`src/hw/rtl/qfa_pkg.sv`:
```
// Shared types, constants and step functions of the Q16.16 arithmetic unit.
// No dependencies; every other file of the block uses this package.
`default_nettype none

package qfa_pkg;

    localparam int WORD_W      = 32;
    localparam int FRAC_BITS   = 16;
    localparam int DIV_SHIFT   = 8;
    localparam int ROOT_STEPS  = 16;
    localparam int DIV_STEPS   = 32;
    localparam int STAGES      = 2 * DIV_STEPS + 1;
    localparam int DMAG_W      = WORD_W - DIV_SHIFT;
    localparam int QUEUE_DEPTH = 4;
    localparam int QPTR_W      = $clog2(QUEUE_DEPTH);
    localparam int QCNT_W      = $clog2(QUEUE_DEPTH + 1);

    typedef enum logic [2:0] {
        OP_ADD  = 3'd0,
        OP_SUB  = 3'd1,
        OP_MUL  = 3'd2,
        OP_DIV  = 3'd3,
        OP_SQRT = 3'd4
    } t_op;

    typedef struct packed {
        logic [2:0]               func;
        logic signed [WORD_W-1:0] operand_a;
        logic signed [WORD_W-1:0] operand_b;
    } t_in_item;

    typedef struct packed {
        logic signed [WORD_W-1:0] result;
        logic                     error;
    } t_out_item;

    // classified command; rem/quo/dvs double as the root working set for sqrt
    typedef struct packed {
        t_op               op;
        logic              err;
        logic [WORD_W-1:0] res;
        logic [WORD_W-1:0] rem;
        logic [WORD_W-1:0] quo;
        logic [WORD_W-1:0] dvs;
        logic [DMAG_W-1:0] dmag;
        logic              neg_n;
        logic              neg_d;
    } t_cmd;

    // one restoring division step: shift dividend bit into remainder
    function automatic t_cmd div_step(t_cmd c);
        logic [WORD_W:0] t;
        logic            qbit;
        t_cmd            o;
        o    = c;
        t    = {c.rem, c.quo[WORD_W-1]};
        qbit = (t >= {1'b0, c.dvs});
        if (qbit) begin
            o.rem = WORD_W'(t - {1'b0, c.dvs});
        end else begin
            o.rem = t[WORD_W-1:0];
        end
        o.quo = {c.quo[WORD_W-2:0], qbit};
        return o;
    endfunction

    // one restoring root step; dvs holds the running root
    function automatic t_cmd sqrt_step(t_cmd c);
        logic [WORD_W-1:0] root;
        logic [WORD_W-1:0] rm;
        t_cmd              o;
        o    = c;
        root = {c.dvs[WORD_W-2:0], 1'b0};
        rm   = {c.rem[WORD_W-3:0], c.quo[WORD_W-1:WORD_W-2]};
        if (root < rm) begin
            root = root + 1'b1;
            rm   = rm - root;
            root = root + 1'b1;
        end
        o.dvs = root;
        o.rem = rm;
        o.quo = {c.quo[WORD_W-3:0], 2'b00};
        return o;
    endfunction

    // signed integer quotient into res, scaled remainder set up as next dividend
    function automatic t_cmd div_turn(t_cmd c);
        logic [WORD_W-1:0] rs;
        logic [WORD_W-1:0] r8;
        t_cmd              o;
        o     = c;
        o.res = (c.neg_n ^ c.neg_d) ? -c.quo : c.quo;
        rs    = c.neg_n ? -c.rem : c.rem;
        r8    = rs << DIV_SHIFT;
        o.quo = r8[WORD_W-1] ? -r8 : r8;
        o.rem = '0;
        o.dvs = WORD_W'(c.dmag);
        o.neg_n = r8[WORD_W-1];
        return o;
    endfunction

    function automatic t_out_item finish(t_cmd c);
        logic [WORD_W-1:0] q2;
        t_out_item         o;
        q2 = (c.neg_n ^ c.neg_d) ? -c.quo : c.quo;
        case (c.op)
            OP_DIV:  o.result = {c.res[FRAC_BITS-1:0], {FRAC_BITS{1'b0}}} + q2;
            OP_SQRT: o.result = {c.dvs[WORD_W-DIV_SHIFT:1], {DIV_SHIFT{1'b0}}};
            default: o.result = c.res;
        endcase
        if (c.err) begin
            o.result = '0;
        end
        o.error = c.err;
        return o;
    endfunction

endpackage

`default_nettype wire

```
`src/hw/rtl/qfa_front.sv`:
```
// Front end: decodes an input word, does add/sub/mul outright and prepares
// division and root operands. Depends on qfa_pkg.
`default_nettype none

module qfa_front (
    input  qfa_pkg::t_in_item i_item,
    output qfa_pkg::t_cmd     o_cmd
);

    logic signed [2*qfa_pkg::WORD_W-1:0] w_prod;
    logic [qfa_pkg::WORD_W-1:0]          w_amag;
    logic [qfa_pkg::WORD_W-1:0]          w_bmag;
    logic signed [qfa_pkg::DMAG_W-1:0]   w_d;

    assign w_prod = i_item.operand_a * i_item.operand_b;
    assign w_amag = i_item.operand_a[qfa_pkg::WORD_W-1] ? -i_item.operand_a : i_item.operand_a;
    assign w_bmag = i_item.operand_b[qfa_pkg::WORD_W-1] ? -i_item.operand_b : i_item.operand_b;
    assign w_d    = i_item.operand_b[qfa_pkg::WORD_W-1:qfa_pkg::DIV_SHIFT];

    always_comb begin
        o_cmd = '{op: qfa_pkg::OP_ADD, default: '0};
        case (i_item.func)
            qfa_pkg::OP_ADD: begin
                o_cmd.res = i_item.operand_a + i_item.operand_b;
            end
            qfa_pkg::OP_SUB: begin
                o_cmd.op  = qfa_pkg::OP_SUB;
                o_cmd.res = i_item.operand_a - i_item.operand_b;
            end
            qfa_pkg::OP_MUL: begin
                o_cmd.op  = qfa_pkg::OP_MUL;
                o_cmd.res = w_prod[qfa_pkg::FRAC_BITS +: qfa_pkg::WORD_W];
            end
            qfa_pkg::OP_DIV: begin
                o_cmd.op = qfa_pkg::OP_DIV;
                if (w_d == '0) begin
                    o_cmd.err = 1'b1;
                end else begin
                    o_cmd.quo   = w_amag;
                    o_cmd.dvs   = w_bmag;
                    o_cmd.dmag  = w_d[qfa_pkg::DMAG_W-1] ? -w_d : w_d;
                    o_cmd.neg_n = i_item.operand_a[qfa_pkg::WORD_W-1];
                    o_cmd.neg_d = i_item.operand_b[qfa_pkg::WORD_W-1];
                end
            end
            qfa_pkg::OP_SQRT: begin
                o_cmd.op  = qfa_pkg::OP_SQRT;
                o_cmd.err = i_item.operand_a[qfa_pkg::WORD_W-1];
                o_cmd.quo = i_item.operand_a;
            end
            default: begin
                // unused codes give zero without error
                o_cmd.res = '0;
            end
        endcase
    end

endmodule

`default_nettype wire

```
`config.mk`:
```
export PLATFORM = sky130hd
export DESIGN_NAME = qfa_front
export DESIGN_NICKNAME = d
export VERILOG_FILES = /design/src/hw/rtl/qfa_pkg.sv /design/src/hw/rtl/qfa_front.sv
export SDC_FILE = /design/constraint.sdc
export NUM_CORES = 2
export LEC_CHECK = 0
export ABC_CLOCK_PERIOD_IN_PS = 8850
export BUFFER_PORTS_ARGS = -buffer_cell sky130_fd_sc_hd__buf_4
export CORE_ASPECT_RATIO = 1.2
export CORE_MARGIN = 10
export CORE_UTILIZATION = 57
export DETAILED_ROUTE_END_ITERATION = 10
export PLACE_DENSITY = 0.79
export SLEW_MARGIN = 10
export SYNTH_ARGS = -nofsm -noshare
export SYNTH_HDL_FRONTEND = slang
export SYNTH_SLANG_ARGS = --single-unit
```
`constraint.sdc`:
```
create_clock -name vclk -period 8.85
set_input_delay 1.3275 -clock vclk [all_inputs]
set_output_delay 1.3275 -clock vclk [all_outputs]
set_load 0.03 [all_outputs]
```
* After elaboration in Yosys (flattened, before gate mapping) *
Index checks and enable logic that the tools add are counted.
Widths: inputs -> output; s select.

operators by class
  add/subtract/negate cells = 5
  multipliers = 1
  equal/unequal tests = 4
  muxes and demuxes = 10
  reductions and logical operators = 2

operators by type and width
  cell                number
  $pmux 32 s3         1
  $mux 90             1
  $mux 32             2
  $neg 32->32         2
  $pmux 32 s2         1
  $mux 58             1
  $mul 32x32->48      1
  $add 32x32->32      1
  $sub 32x32->32      1
  $logic_not 24->1    1
  $mux 24             1
  $neg 24->24         1
  $pmux 3 s4          1
  $eq 3x2->1 const B  2
  $eq 3x1->1 const B  1
  $eq 3x3->1 const B  1
  $logic_not 3->1     1
  $pmux 1 s2          1
  $mux 1              1

word-level totals
  flip-flop bits (word level) = 0
  input port bits = 67
  output and inout bits = 158
  logic and storage cells = 22

* Logic depth before layout (Yosys ltp) *
  depth after elaboration = 4
  depth in mapped cells = 28
  mapped depth without buffers = 26

* Worst setup path before layout *
No wires, ideal clock.

  kind = input to output
  start = input i_item[2] (netlist name)
  end = output o_cmd[151] (netlist name)
  data arrival time = 8.574 ns
  data required time = 7.523 ns
  setup slack = -1.052 ns
  cell stages on the path = 25
  path buffers = 2
  cell sequence = clkbuf_1 buf_1 nand2_1 fa_1 fa_1 fa_1 fa_1 inv_1 fa_1 inv_1 fa_1 inv_1 fa_1 fa_1 ha_1 and3_1 nand3_1 nor4bb_1 nor3_1 a21oi_1 a41oi_1 a311oi_1 a21oi_1 xor2_1 o22ai_1

RTL lines
  what         RTL line        source
  from (decl)  qfa_front.sv:6  input qfa_pkg::t_in_item i_item,
  to (decl)    qfa_front.sv:7  output qfa_pkg::t_cmd o_cmd

==> summary.md <==
| Metric | Value |
|---|---|
| Outcome | finished with violations |
| Failing checks | setup timing |
| Final core occ | 0.6870 |
| Vias in the first global route | slightly above 30000 |
| Hold-critical path depth | 3 |
| RePlAce Congestion | roughly 1 |
| Final hold slack | 3.008 ns |
| Critical Path AT | 8.50 ns |
| GR Util All Layers | 0.3268 |
| Routed vias | about 28000 |
| Fin. max-slew vios | 0 |
| Core area | 57420 µm² |
| Yosys top cell area share | 0.5069 |
| Post-DRT Antenna Nets | 0 |
| DRC viols | 0 |
| WL/cell | around 23 µm |
| Crit path capture type | output pin |
| Netlist cell types | 63 |
| Worst Max-Slew Pin Slew | about 1.1 ns |
| Seq/Total Area, Yosys | 0 |
| Hold Crit Class | input port to output pin |
| Final Hold Fails | 0 |
| Number of core rows | 96 |
| Required @ worst endpoint | 7.52 ns |
| Io pins | roughly 230 |
| Max-cap violation count | 0 |
| Largest net degree at the start of global routing | 37 |
| Layout cell share with drive strength beyond 1 | 0.1972 |
| Critical Path Fanout Max | 12 |
| Setup violations, final | 32 |
| Register area | 0 µm² |
| 1st-pass router iterations | 8 |
| Initial antenna violation count | 8 |
| # port buffers | 193 |
| Largest cells by area after synthesis | fa_1 (51%), inv_1 (9.0%), and2_1 (7.9%), ha_1 (7.5%), nand2_1 (6.5%) |
| Kind of critical path | input port to output pin |
| Synthesized instance count | 3841 |
| Vias per cell | between 5 and 6 |
| RSZ-0062 raised after global routing | true |
| Largest area contributor in the netlist | fa_1 |
| FFs & Latches | 0 |
| YS warnings | 0 |
| Most common cell in the synthesized netlist | fa_1 |
| Setup ws final | -0.9813 ns |
| Die area | between 60000 and 70000 µm² |
| Worst setup SP type | input port |
| Initial Util | 0.5771 |
| DIE WIDTH | between 200 and 250 µm |
| Clock buffers | 0 |
| Synth cell count leaders | fa_1 (839), inv_1 (791), nand2_1 (572) |
| WL final | about 110000 µm |
| GRT overflow | 0 |
| Slew margin rel. | 0.2738 |
| Post-DP HPWL | 91620 µm |
| Final-stage net count | around 5300 |
| Fin crit period | approximately 9.8 ns |
| Iter 0 DRT Violations | ~2800 |
| First-pass GRT wire length | about 170000 µm |
| Fmax achieved | slightly above 100 MHz |
| Die height | around 280 µm |
| Syn Area/Cell | approximately 8.6 µm² |
| Period utilization | 1.111 |
| Post-synthesis cell area | about 33000 µm² |
| P&R area growth vs syn | 19.06% |
==> kinds of logic after synthesis <==
group | synth area share
AO/OA/AOI/OAI | 0.05800
buffers and inverters | 0.1273
AND/OR/NAND/NOR | 0.1835
XOR/XNOR | 0.04785
adder cells (fa/ha/maj) | 0.5817
multiplexers | 0.001511
other | 0.0001132
==> final timing paths <==
kind                    from          to  slack (ns)
setup / recovery  i_item[45]  o_cmd[153]       -0.98
hold / removal    i_item[66]  o_cmd[155]        3.01
==> critical path, cell delays in order <==
cell and delay, ns:
buf_6 0.16, buf_4 0.14, nand2_1 0.06, fa_1 0.38, inv_1 0.09, fa_1 0.45, fa_1 0.50, inv_1 0.06
fa_1 0.53, inv_1 0.05, fa_1 0.45, fa_1 0.51, fa_1 0.45, fa_1 0.61, ha_4 0.22, a21o_1 0.15
a21o_1 0.18, a221o_1 0.42, nor3_2 0.34, a21oi_4 0.15, a41oi_4 0.29, buf_4 0.19, o21ai_4 0.06, a21oi_2 0.20
xnor2_2 0.09, o22ai_2 0.24, buf_6 0.19
==> metal layers <==
layer / part of all wire / vias up / track usage
met5: 0.00017 / - / 0
met4: 0.10 / 2 / 0.2562
met3: 0.077 / 514 / 0.03040
met2: 0.50 / 1687 / 0.5599
met1: 0.32 / 14230 / 0.3690
li1: - / 11880 / -
==> what timing repair did <==
action	CTS	global route
gates cloned	1	2
hold buffers	0	0
pin swaps	145	155
buffers inserted	30	29
setup endpoints to repair	30	32
resized for setup	224	164
==> layout by cell type, fill, tap and decap left out, types with 32 or more instances in the layout <==
| master | instances |
|---|---|
| xor2_1 | 90 |
| a21o_1 | 43 |
| and2_1 | 386 |
| buf_4 | 434 |
| xnor2_1 | 72 |
| fa_1 | 789 |
| buf_6 | 88 |
| nand2_1 | 562 |
| fa_2 | 50 |
| o21ai_0 | 58 |
| ha_1 | 176 |
| nor2_1 | 90 |
| and2_4 | 33 |
| a21oi_1 | 46 |
| inv_1 | 772 |
| o31ai_1 | 38 |
| conb_1 | 32 |
==> area by class of cell <==
type / instances / area (µm²)
Antenna cell: 6 / 15.01
Fill cell: 4237 / 17970
Inverter: 791 / 2969
Multi-Input combinational cell: 2793 / 30280
Tap cell: 735 / 919.6
Timing Repair Buffer: 579 / 5265
==> per-stage QoR <==
stage | area (µm²) | cells | setup WS (ns) | TNS [ns]
floorplan | 34140 | 3872 | -0.5156 | -3.016
global placement | 37370 | 4842 | -1.152 | -20.17
detailed placement | 37370 | 4842 | -1.276 | -21.68
CTS | 38500 | 4871 | -0.8489 | -16.37
global route | 39440 | 4903 | -1.134 | -25.76
finish | 39450 | 4904 | -0.9813 | -20.68
Power is left out: the tool's default activity adds up to more than one toggle a clock period on the data nets, which glitch-free logic cannot reach.
