`config.mk`:
```
export PLATFORM = sky130hd
export DESIGN_NAME = qfa_queue
export DESIGN_NICKNAME = d
export VERILOG_FILES = /design/src/hw/rtl/qfa_pkg.sv /design/src/hw/rtl/qfa_queue.sv
export SDC_FILE = /design/constraint.sdc
export NUM_CORES = 1
export LEC_CHECK = 0
export ABC_AREA = 1
export BUFFER_PORTS_ARGS = -buffer_cell sky130_fd_sc_hd__buf_4
export CAP_MARGIN = 20
export CORE_MARGIN = 2
export CORE_UTILIZATION = 50
export CTS_CLUSTER_SIZE = 12
export DETAILED_ROUTE_END_ITERATION = 10
export PLACE_DENSITY = 0.8
export SYNTH_ARGS = -nofsm -noshare
export SYNTH_HDL_FRONTEND = slang
export SYNTH_SLANG_ARGS = --single-unit
```
`constraint.sdc`:
```
create_clock -name i_clk -period 6.2 [get_ports i_clk]
set_input_delay 0.93 -clock i_clk [delete_from_list [all_inputs] [get_ports i_clk]]
set_output_delay 0.93 -clock i_clk [all_outputs]
set_load 0.02 [all_outputs]
```
`src/hw/rtl/qfa_pkg.sv`:
```
// Shared types, constants and step functions of the Q16.16 arithmetic unit.
// No dependencies; every other file of the block uses this package.
`default_nettype none

package qfa_pkg;

    localparam int WORD_W      = 32;
    localparam int FRAC_BITS   = 16;
    localparam int DIV_SHIFT   = 8;
    localparam int ROOT_STEPS  = 16;
    localparam int DIV_STEPS   = 32;
    localparam int STAGES      = 2 * DIV_STEPS + 1;
    localparam int DMAG_W      = WORD_W - DIV_SHIFT;
    localparam int QUEUE_DEPTH = 4;
    localparam int QPTR_W      = $clog2(QUEUE_DEPTH);
    localparam int QCNT_W      = $clog2(QUEUE_DEPTH + 1);

    typedef enum logic [2:0] {
        OP_ADD  = 3'd0,
        OP_SUB  = 3'd1,
        OP_MUL  = 3'd2,
        OP_DIV  = 3'd3,
        OP_SQRT = 3'd4
    } t_op;

    typedef struct packed {
        logic [2:0]               func;
        logic signed [WORD_W-1:0] operand_a;
        logic signed [WORD_W-1:0] operand_b;
    } t_in_item;

    typedef struct packed {
        logic signed [WORD_W-1:0] result;
        logic                     error;
    } t_out_item;

    // classified command; rem/quo/dvs double as the root working set for sqrt
    typedef struct packed {
        t_op               op;
        logic              err;
        logic [WORD_W-1:0] res;
        logic [WORD_W-1:0] rem;
        logic [WORD_W-1:0] quo;
        logic [WORD_W-1:0] dvs;
        logic [DMAG_W-1:0] dmag;
        logic              neg_n;
        logic              neg_d;
    } t_cmd;

    // one restoring division step: shift dividend bit into remainder
    function automatic t_cmd div_step(t_cmd c);
        logic [WORD_W:0] t;
        logic            qbit;
        t_cmd            o;
        o    = c;
        t    = {c.rem, c.quo[WORD_W-1]};
        qbit = (t >= {1'b0, c.dvs});
        if (qbit) begin
            o.rem = WORD_W'(t - {1'b0, c.dvs});
        end else begin
            o.rem = t[WORD_W-1:0];
        end
        o.quo = {c.quo[WORD_W-2:0], qbit};
        return o;
    endfunction

    // one restoring root step; dvs holds the running root
    function automatic t_cmd sqrt_step(t_cmd c);
        logic [WORD_W-1:0] root;
        logic [WORD_W-1:0] rm;
        t_cmd              o;
        o    = c;
        root = {c.dvs[WORD_W-2:0], 1'b0};
        rm   = {c.rem[WORD_W-3:0], c.quo[WORD_W-1:WORD_W-2]};
        if (root < rm) begin
            root = root + 1'b1;
            rm   = rm - root;
            root = root + 1'b1;
        end
        o.dvs = root;
        o.rem = rm;
        o.quo = {c.quo[WORD_W-3:0], 2'b00};
        return o;
    endfunction

    // signed integer quotient into res, scaled remainder set up as next dividend
    function automatic t_cmd div_turn(t_cmd c);
        logic [WORD_W-1:0] rs;
        logic [WORD_W-1:0] r8;
        t_cmd              o;
        o     = c;
        o.res = (c.neg_n ^ c.neg_d) ? -c.quo : c.quo;
        rs    = c.neg_n ? -c.rem : c.rem;
        r8    = rs << DIV_SHIFT;
        o.quo = r8[WORD_W-1] ? -r8 : r8;
        o.rem = '0;
        o.dvs = WORD_W'(c.dmag);
        o.neg_n = r8[WORD_W-1];
        return o;
    endfunction

    function automatic t_out_item finish(t_cmd c);
        logic [WORD_W-1:0] q2;
        t_out_item         o;
        q2 = (c.neg_n ^ c.neg_d) ? -c.quo : c.quo;
        case (c.op)
            OP_DIV:  o.result = {c.res[FRAC_BITS-1:0], {FRAC_BITS{1'b0}}} + q2;
            OP_SQRT: o.result = {c.dvs[WORD_W-DIV_SHIFT:1], {DIV_SHIFT{1'b0}}};
            default: o.result = c.res;
        endcase
        if (c.err) begin
            o.result = '0;
        end
        o.error = c.err;
        return o;
    endfunction

endpackage

`default_nettype wire

```
`src/hw/rtl/qfa_queue.sv`:
```
// Short command queue between front and back end, flip-flop storage.
// Depends on qfa_pkg.
`default_nettype none

module qfa_queue (
    input  logic          i_clk,
    input  logic          i_rst_n,
    input  logic          i_push,
    input  qfa_pkg::t_cmd i_cmd,
    output logic          o_full,
    input  logic          i_pop,
    output qfa_pkg::t_cmd o_head,
    output logic          o_head_valid
);

    qfa_pkg::t_cmd                r_mem [qfa_pkg::QUEUE_DEPTH];
    logic [qfa_pkg::QPTR_W-1:0]   r_wp;
    logic [qfa_pkg::QPTR_W-1:0]   r_rp;
    logic [qfa_pkg::QCNT_W-1:0]   r_cnt;
    logic [qfa_pkg::QCNT_W-1:0]   n_cnt;

    assign o_full       = (r_cnt == qfa_pkg::QCNT_W'(qfa_pkg::QUEUE_DEPTH));
    assign o_head_valid = (r_cnt != '0);
    assign o_head       = r_mem[r_rp];

    always_comb begin
        case ({i_push, i_pop})
            2'b10:   n_cnt = r_cnt + 1'b1;
            2'b01:   n_cnt = r_cnt - 1'b1;
            default: n_cnt = r_cnt;
        endcase
    end

    always_ff @(posedge i_clk) begin
        if (!i_rst_n) begin
            r_wp  <= '0;
            r_rp  <= '0;
            r_cnt <= '0;
        end else begin
            if (i_push) begin
                r_wp <= r_wp + 1'b1;
            end
            if (i_pop) begin
                r_rp <= r_rp + 1'b1;
            end
            r_cnt <= n_cnt;
        end
    end

    always_ff @(posedge i_clk) begin
        if (i_push) begin
            r_mem[r_wp] <= i_cmd;
        end
    end

endmodule

`default_nettype wire

```
-- Yosys cells after proc, flatten, opt, wreduce, memory -nomap -nowiden
Memory sizes are Yosys's and may differ from the RTL's. A register that Yosys moved wholly into a read port is not among the register bits.
Cells that the tools add are included.
- logic and storage cells: 18
- input bits: 162
- bits in writable memories: 632
- output and inout bits: 160
- flip-flop bits (word level): 7
- memories: 1
- add/subtract/negate cells: 4
- reduce and logical (&&, ||, !) cells: 2
- eq/ne operators: 3
- mux-type cells: 5
- memory list (memory ; depth ; bits a word ; read ports ; clocked after memory_dff ; wr ports ; RTL line ; source):
    r_mem ; 4 ; 158 ; 1 ; 1 ; 1 ; qfa_queue.sv:16 ; qfa_pkg::t_cmd r_mem [qfa_pkg::QUEUE_DEPTH];
- operator list (kind ; number):
    $pmux 3 s2 ; 1
    $add 2x1->2 const B ; 2
    $mux 2 ; 2
    $add 3x1->3 const B ; 1
    $eq 3x3->1 const B ; 1
    $reduce_bool 3->1 ; 1
    $sub 3x1->3 const B ; 1
    $eq 2x1->1 const B ; 1
    $eq 2x2->1 const B ; 1
    $mux 1 ; 2
    $reduce_bool 2->1 ; 1

-- Logic depth before layout (Yosys ltp)
- word-level depth: 3
- mapped depth: 10
- mapped depth without buffers: 10

-- Worst setup path before layout
Ideal clock, no wire load.
- kind: input to register
- start point: input port i_push
- end point: memory r_mem[2][0] in the netlist's numbering (enable)
- data required time: 5690 ps
- buffers on the path: 0
- library setup time: 510 ps
- cell stages on the path: 2
- slack: 1688 ps
- data arrival time: 4002 ps
- cells stage by stage: nand2_1 -> inv_1
- word-level cells in the longest chain between the ends: 2
- ends and longest elaborated chain (what ; RTL line ; source):
    start, declared ; qfa_queue.sv:8 ; input logic i_push,
    $mux 1 ; qfa_queue.sv:51 ; if (i_push) begin
    $mux 1 (not written as such) ; qfa_queue.sv:52 ; r_mem[r_wp] <= i_cmd;
    end, declared ; qfa_queue.sv:16 ;
Every way passes these cells.

==> impl_results.md <==
* Die boundary width at between 200 and 250 um
* Final worst-path cycle share at between 60% and 70%
* Fraction of the yosys area taken by sequential cells at between 80% and 90%
* Number of vias in the routed layout at 14.6k
* Starting DRC count in detailed routing at ~1.4k
* Net Switching at around 2300 uW
* Average routed wire per standard cell at about 21 um
* Number of optimization iterations in the first detailed-route pass at 5
* Portion of total power attributed to the clock network at ~39%
* Result of the run: completed
* HPWL after detailed placement at roughly 29 mm
* Number of vias per cell at approximately 5.8
* TritonCTS clock tree: yes
* Initial Utilization at about half
* Final setup viols at 0
* Maximum clock skew at final layout at approximately 0.025 ns
* Total core area at 0.0468 mm2
* Cts bufs inserted at between 60 and 70
* Sw Share at a little under a quarter
* PD cells at 345 mW/mm2
* Clock Sink Count at approximately 640
* Worst-case clock buffer depth at 3
* I/O Buffers at approximately 320
* Max IR drop VDD at between 300 and 400 uV
* Kind of launch point of the worst setup path: flip-flop
* Total negative slack for setup checks at 0 ns
* Critical setup path kind: reg -> out
* Setup repair after global routing missed its margin: no
* Largest driver fanout on the critical path at between 150 and 200
* Final layout net count at ~2k
* Max-Slew Margin vs Limit at between 40% and 50%
* Overall track demand over capacity in global routing at a little over a fifth
* Number of hold-slack violations in the final timing report at 0
* Remaining routing DRC violations at 0
* WP data arrival at 3.05 ns
* Static leakage power at 0.00990 uW
* Worst-Margin Slew at 0.899 ns
* Number of maximum-capacitance violations at 0
* Area growth from synthesis to final layout at 20.3%
* Share of post-route cells with drive strength above 1 at 22.0%
* Number of rows in the core area at 79
* Vertical die dimension at ~220 um
* Maximum number of pins on one net before global-route repair at around 180
* ANT nets after route at 0
* Synthesized netlist net count at around 1.8k
* DRT Wirelength at between 50 and 60 mm
* Clock transition at the register clock pins on the worst setup and hold paths after CTS at about 0.06 ns
* Number of global-route vias before repair at 14.6k
* Average cell area after synthesis at between 15 and 20 um2
* Number of buffers inserted for hold repair after clock tree synthesis at 0
* Source-to-sink clock delay at the later pin of the worst-skew pair at around 0.59 ns
* I/O Pins at 322
* Final Max Slew Viols at 0
* Number of distinct library cells after synthesis at 22
* Critical path required time at approximately 5.3 ns
* Wire length of the first global-routing pass at between 80 and 90 mm
* Post-layout min period at around 4 ns
* Int Power at ~7600 uW
* Top library cells by usage in the layout, fill and taps aside: 632 x sky130_fd_sc_hd__edfxtp_1, 325 x sky130_fd_sc_hd__buf_4, 319 x sky130_fd_sc_hd__nor2_1
* Post-CTS setup buffers at 0
* Worst Setup End Kind: output pin
* Path category of the worst min-delay check: reg -> reg
* Routability congestion estimate at 0.765
* Share of power burned in registers at 50.7%
* Fraction of power consumed by combinational cells at 10.8%
* Fmax at about 250 MHz
* CTS root buffer: sky130_fd_sc_hd__clkbuf_16
* H-tree Lvls at 3
* Cts repair resizes at 0
* Post-synthesis instance total at roughly 1.6k
* Fillers at between 3k and 4k
* Die area at between 0.04 and 0.05 mm2
* Summed instance area of the synthesized netlist at between 0.02 and 0.025 mm2
* Number of synthesized register bits at 641
* Layout Cell Area excl Fill at around 0.029 mm2
* Instance area after placement at 0.0266 mm2
* Leading cell type in the layout, fill and taps excluded: sky130_fd_sc_hd__edfxtp_1
* Synth Warn # at 0
* Antenna violations before repair at 0
* Overflow left after global routing at 0
[logic make-up (layout without fill, tap and decap cells)]
family | count (synthesis) | count (layout) | synth area share, %
other | 0 | 1 | 0
AND/OR/NAND/NOR | 332 | 332 | 5.26
AO/OA/AOI/OAI | 485 | 485 | 11.0
buffers and inverters | 120 | 458 | 2.89
flip-flops | 641 | 641 | 80.5
adder cells (fa/ha/maj) | 6 | 6 | 0.347
[final cells by class]
type | instances | area [um2] | share of cell area [%]
clock buffers | 90 | 1850 | 6.45
diodes | 1 | 2.50 | 0.00874
inverters | 17 | 93.8 | 0.328
clock inverters | 19 | 225 | 0.787
well taps | 607 | 759 | 2.65
repair buffers | 332 | 2580 | 9.01
flip-flops and latches | 641 | 19200 | 66.9
multi-input cells | 823 | 3960 | 13.8
[sequential cells by signal, indices dropped and copies added (netlist names), named ones only]
register and count:
r_mem 632, r_cnt 3, r_wp 2, r_rp 2
[final timing paths]
check,from,to,slack (ns),cells after the start
max,flip-flop,o_head[98],2.22,5
min,r_rp[1]$_SDFFE_PN0P_,flip-flop,0.45,1
max reg2reg,r_wp[0]$_SDFFE_PN0P_,r_mem[2][5]$_DFFE_PP_,3.93,5
min reg2reg,r_rp[1]$_SDFFE_PN0P_,flip-flop,0.45,1
[synth_stat cells]
cell type                  count  area share, %
sky130_fd_sc_hd__nand3_1       2          0.042
sky130_fd_sc_hd__inv_2         1          0.016
sky130_fd_sc_hd__a21oi_1       5           0.11
sky130_fd_sc_hd__ha_1          5           0.26
sky130_fd_sc_hd__fa_1          1          0.084
sky130_fd_sc_hd__edfxtp_1    632             80
sky130_fd_sc_hd__buf_6        13           0.61
sky130_fd_sc_hd__o21ai_0     237            5.0
sky130_fd_sc_hd__buf_2        40           0.84
sky130_fd_sc_hd__nand4_1       1          0.026
sky130_fd_sc_hd__clkbuf_1     29           0.46
sky130_fd_sc_hd__nor2_1      319            5.0
sky130_fd_sc_hd__dfxtp_1       9           0.76
sky130_fd_sc_hd__clkbuf_2      1          0.021
sky130_fd_sc_hd__o21ai_1      85            1.8
sky130_fd_sc_hd__nand2_1       9           0.14
sky130_fd_sc_hd__buf_4        19           0.60
sky130_fd_sc_hd__buf_8         1          0.063
sky130_fd_sc_hd__inv_6         1          0.037
sky130_fd_sc_hd__nor3_1        1          0.021
sky130_fd_sc_hd__inv_1        15           0.24
sky130_fd_sc_hd__o22ai_1     158            4.2
[metrics by stage]
stage	utilization [%]	hold WS (ns)	std cells	total power, uW	worst slack (ns)
2_1_floorplan	-	0.412	1584	5690	1.69
3_3_place_gp	56.8	0.418	2420	6120	2.95
3_5_place_dp	56.8	0.438	2420	6160	2.88
4_1_cts	61.2	0.450	2529	9940	2.25
5_1_grt	61.2	0.488	2529	10200	2.04
6_report	61.2	0.450	2530	9880	2.22
[critical path, stage by stage, from the launching register on]
cell and delay, ns:
sky130_fd_sc_hd__dfxtp_4 0.52, sky130_fd_sc_hd__inv_8 0.64, sky130_fd_sc_hd__buf_4 0.58, sky130_fd_sc_hd__nor2_1 0.09, sky130_fd_sc_hd__o22ai_1 0.25, sky130_fd_sc_hd__buf_4 0.19
[layer usage]
metal / vias up / track usage [%] / part of all wire [%]
li1: 6593 / - / -
met1: 7253 / 25.7 / 38
met2: 615 / 35.6 / 51
met3: 95 / 6.32 / 8.8
met4: 0 / 7.32 / 2.3
met5: - / 0 / 0
[power groups by stage]
stage	logic, uW	registers [uW]	clock network, uW
final	1060	5010	3800
after global routing	1140	5020	4030
after CTS	1070	5010	3870
after detailed placement	1060	5100	0
after global placement	1040	5090	0
after floorplan	587	5100	0
Note: power is estimated with default switching activity, not from simulation.
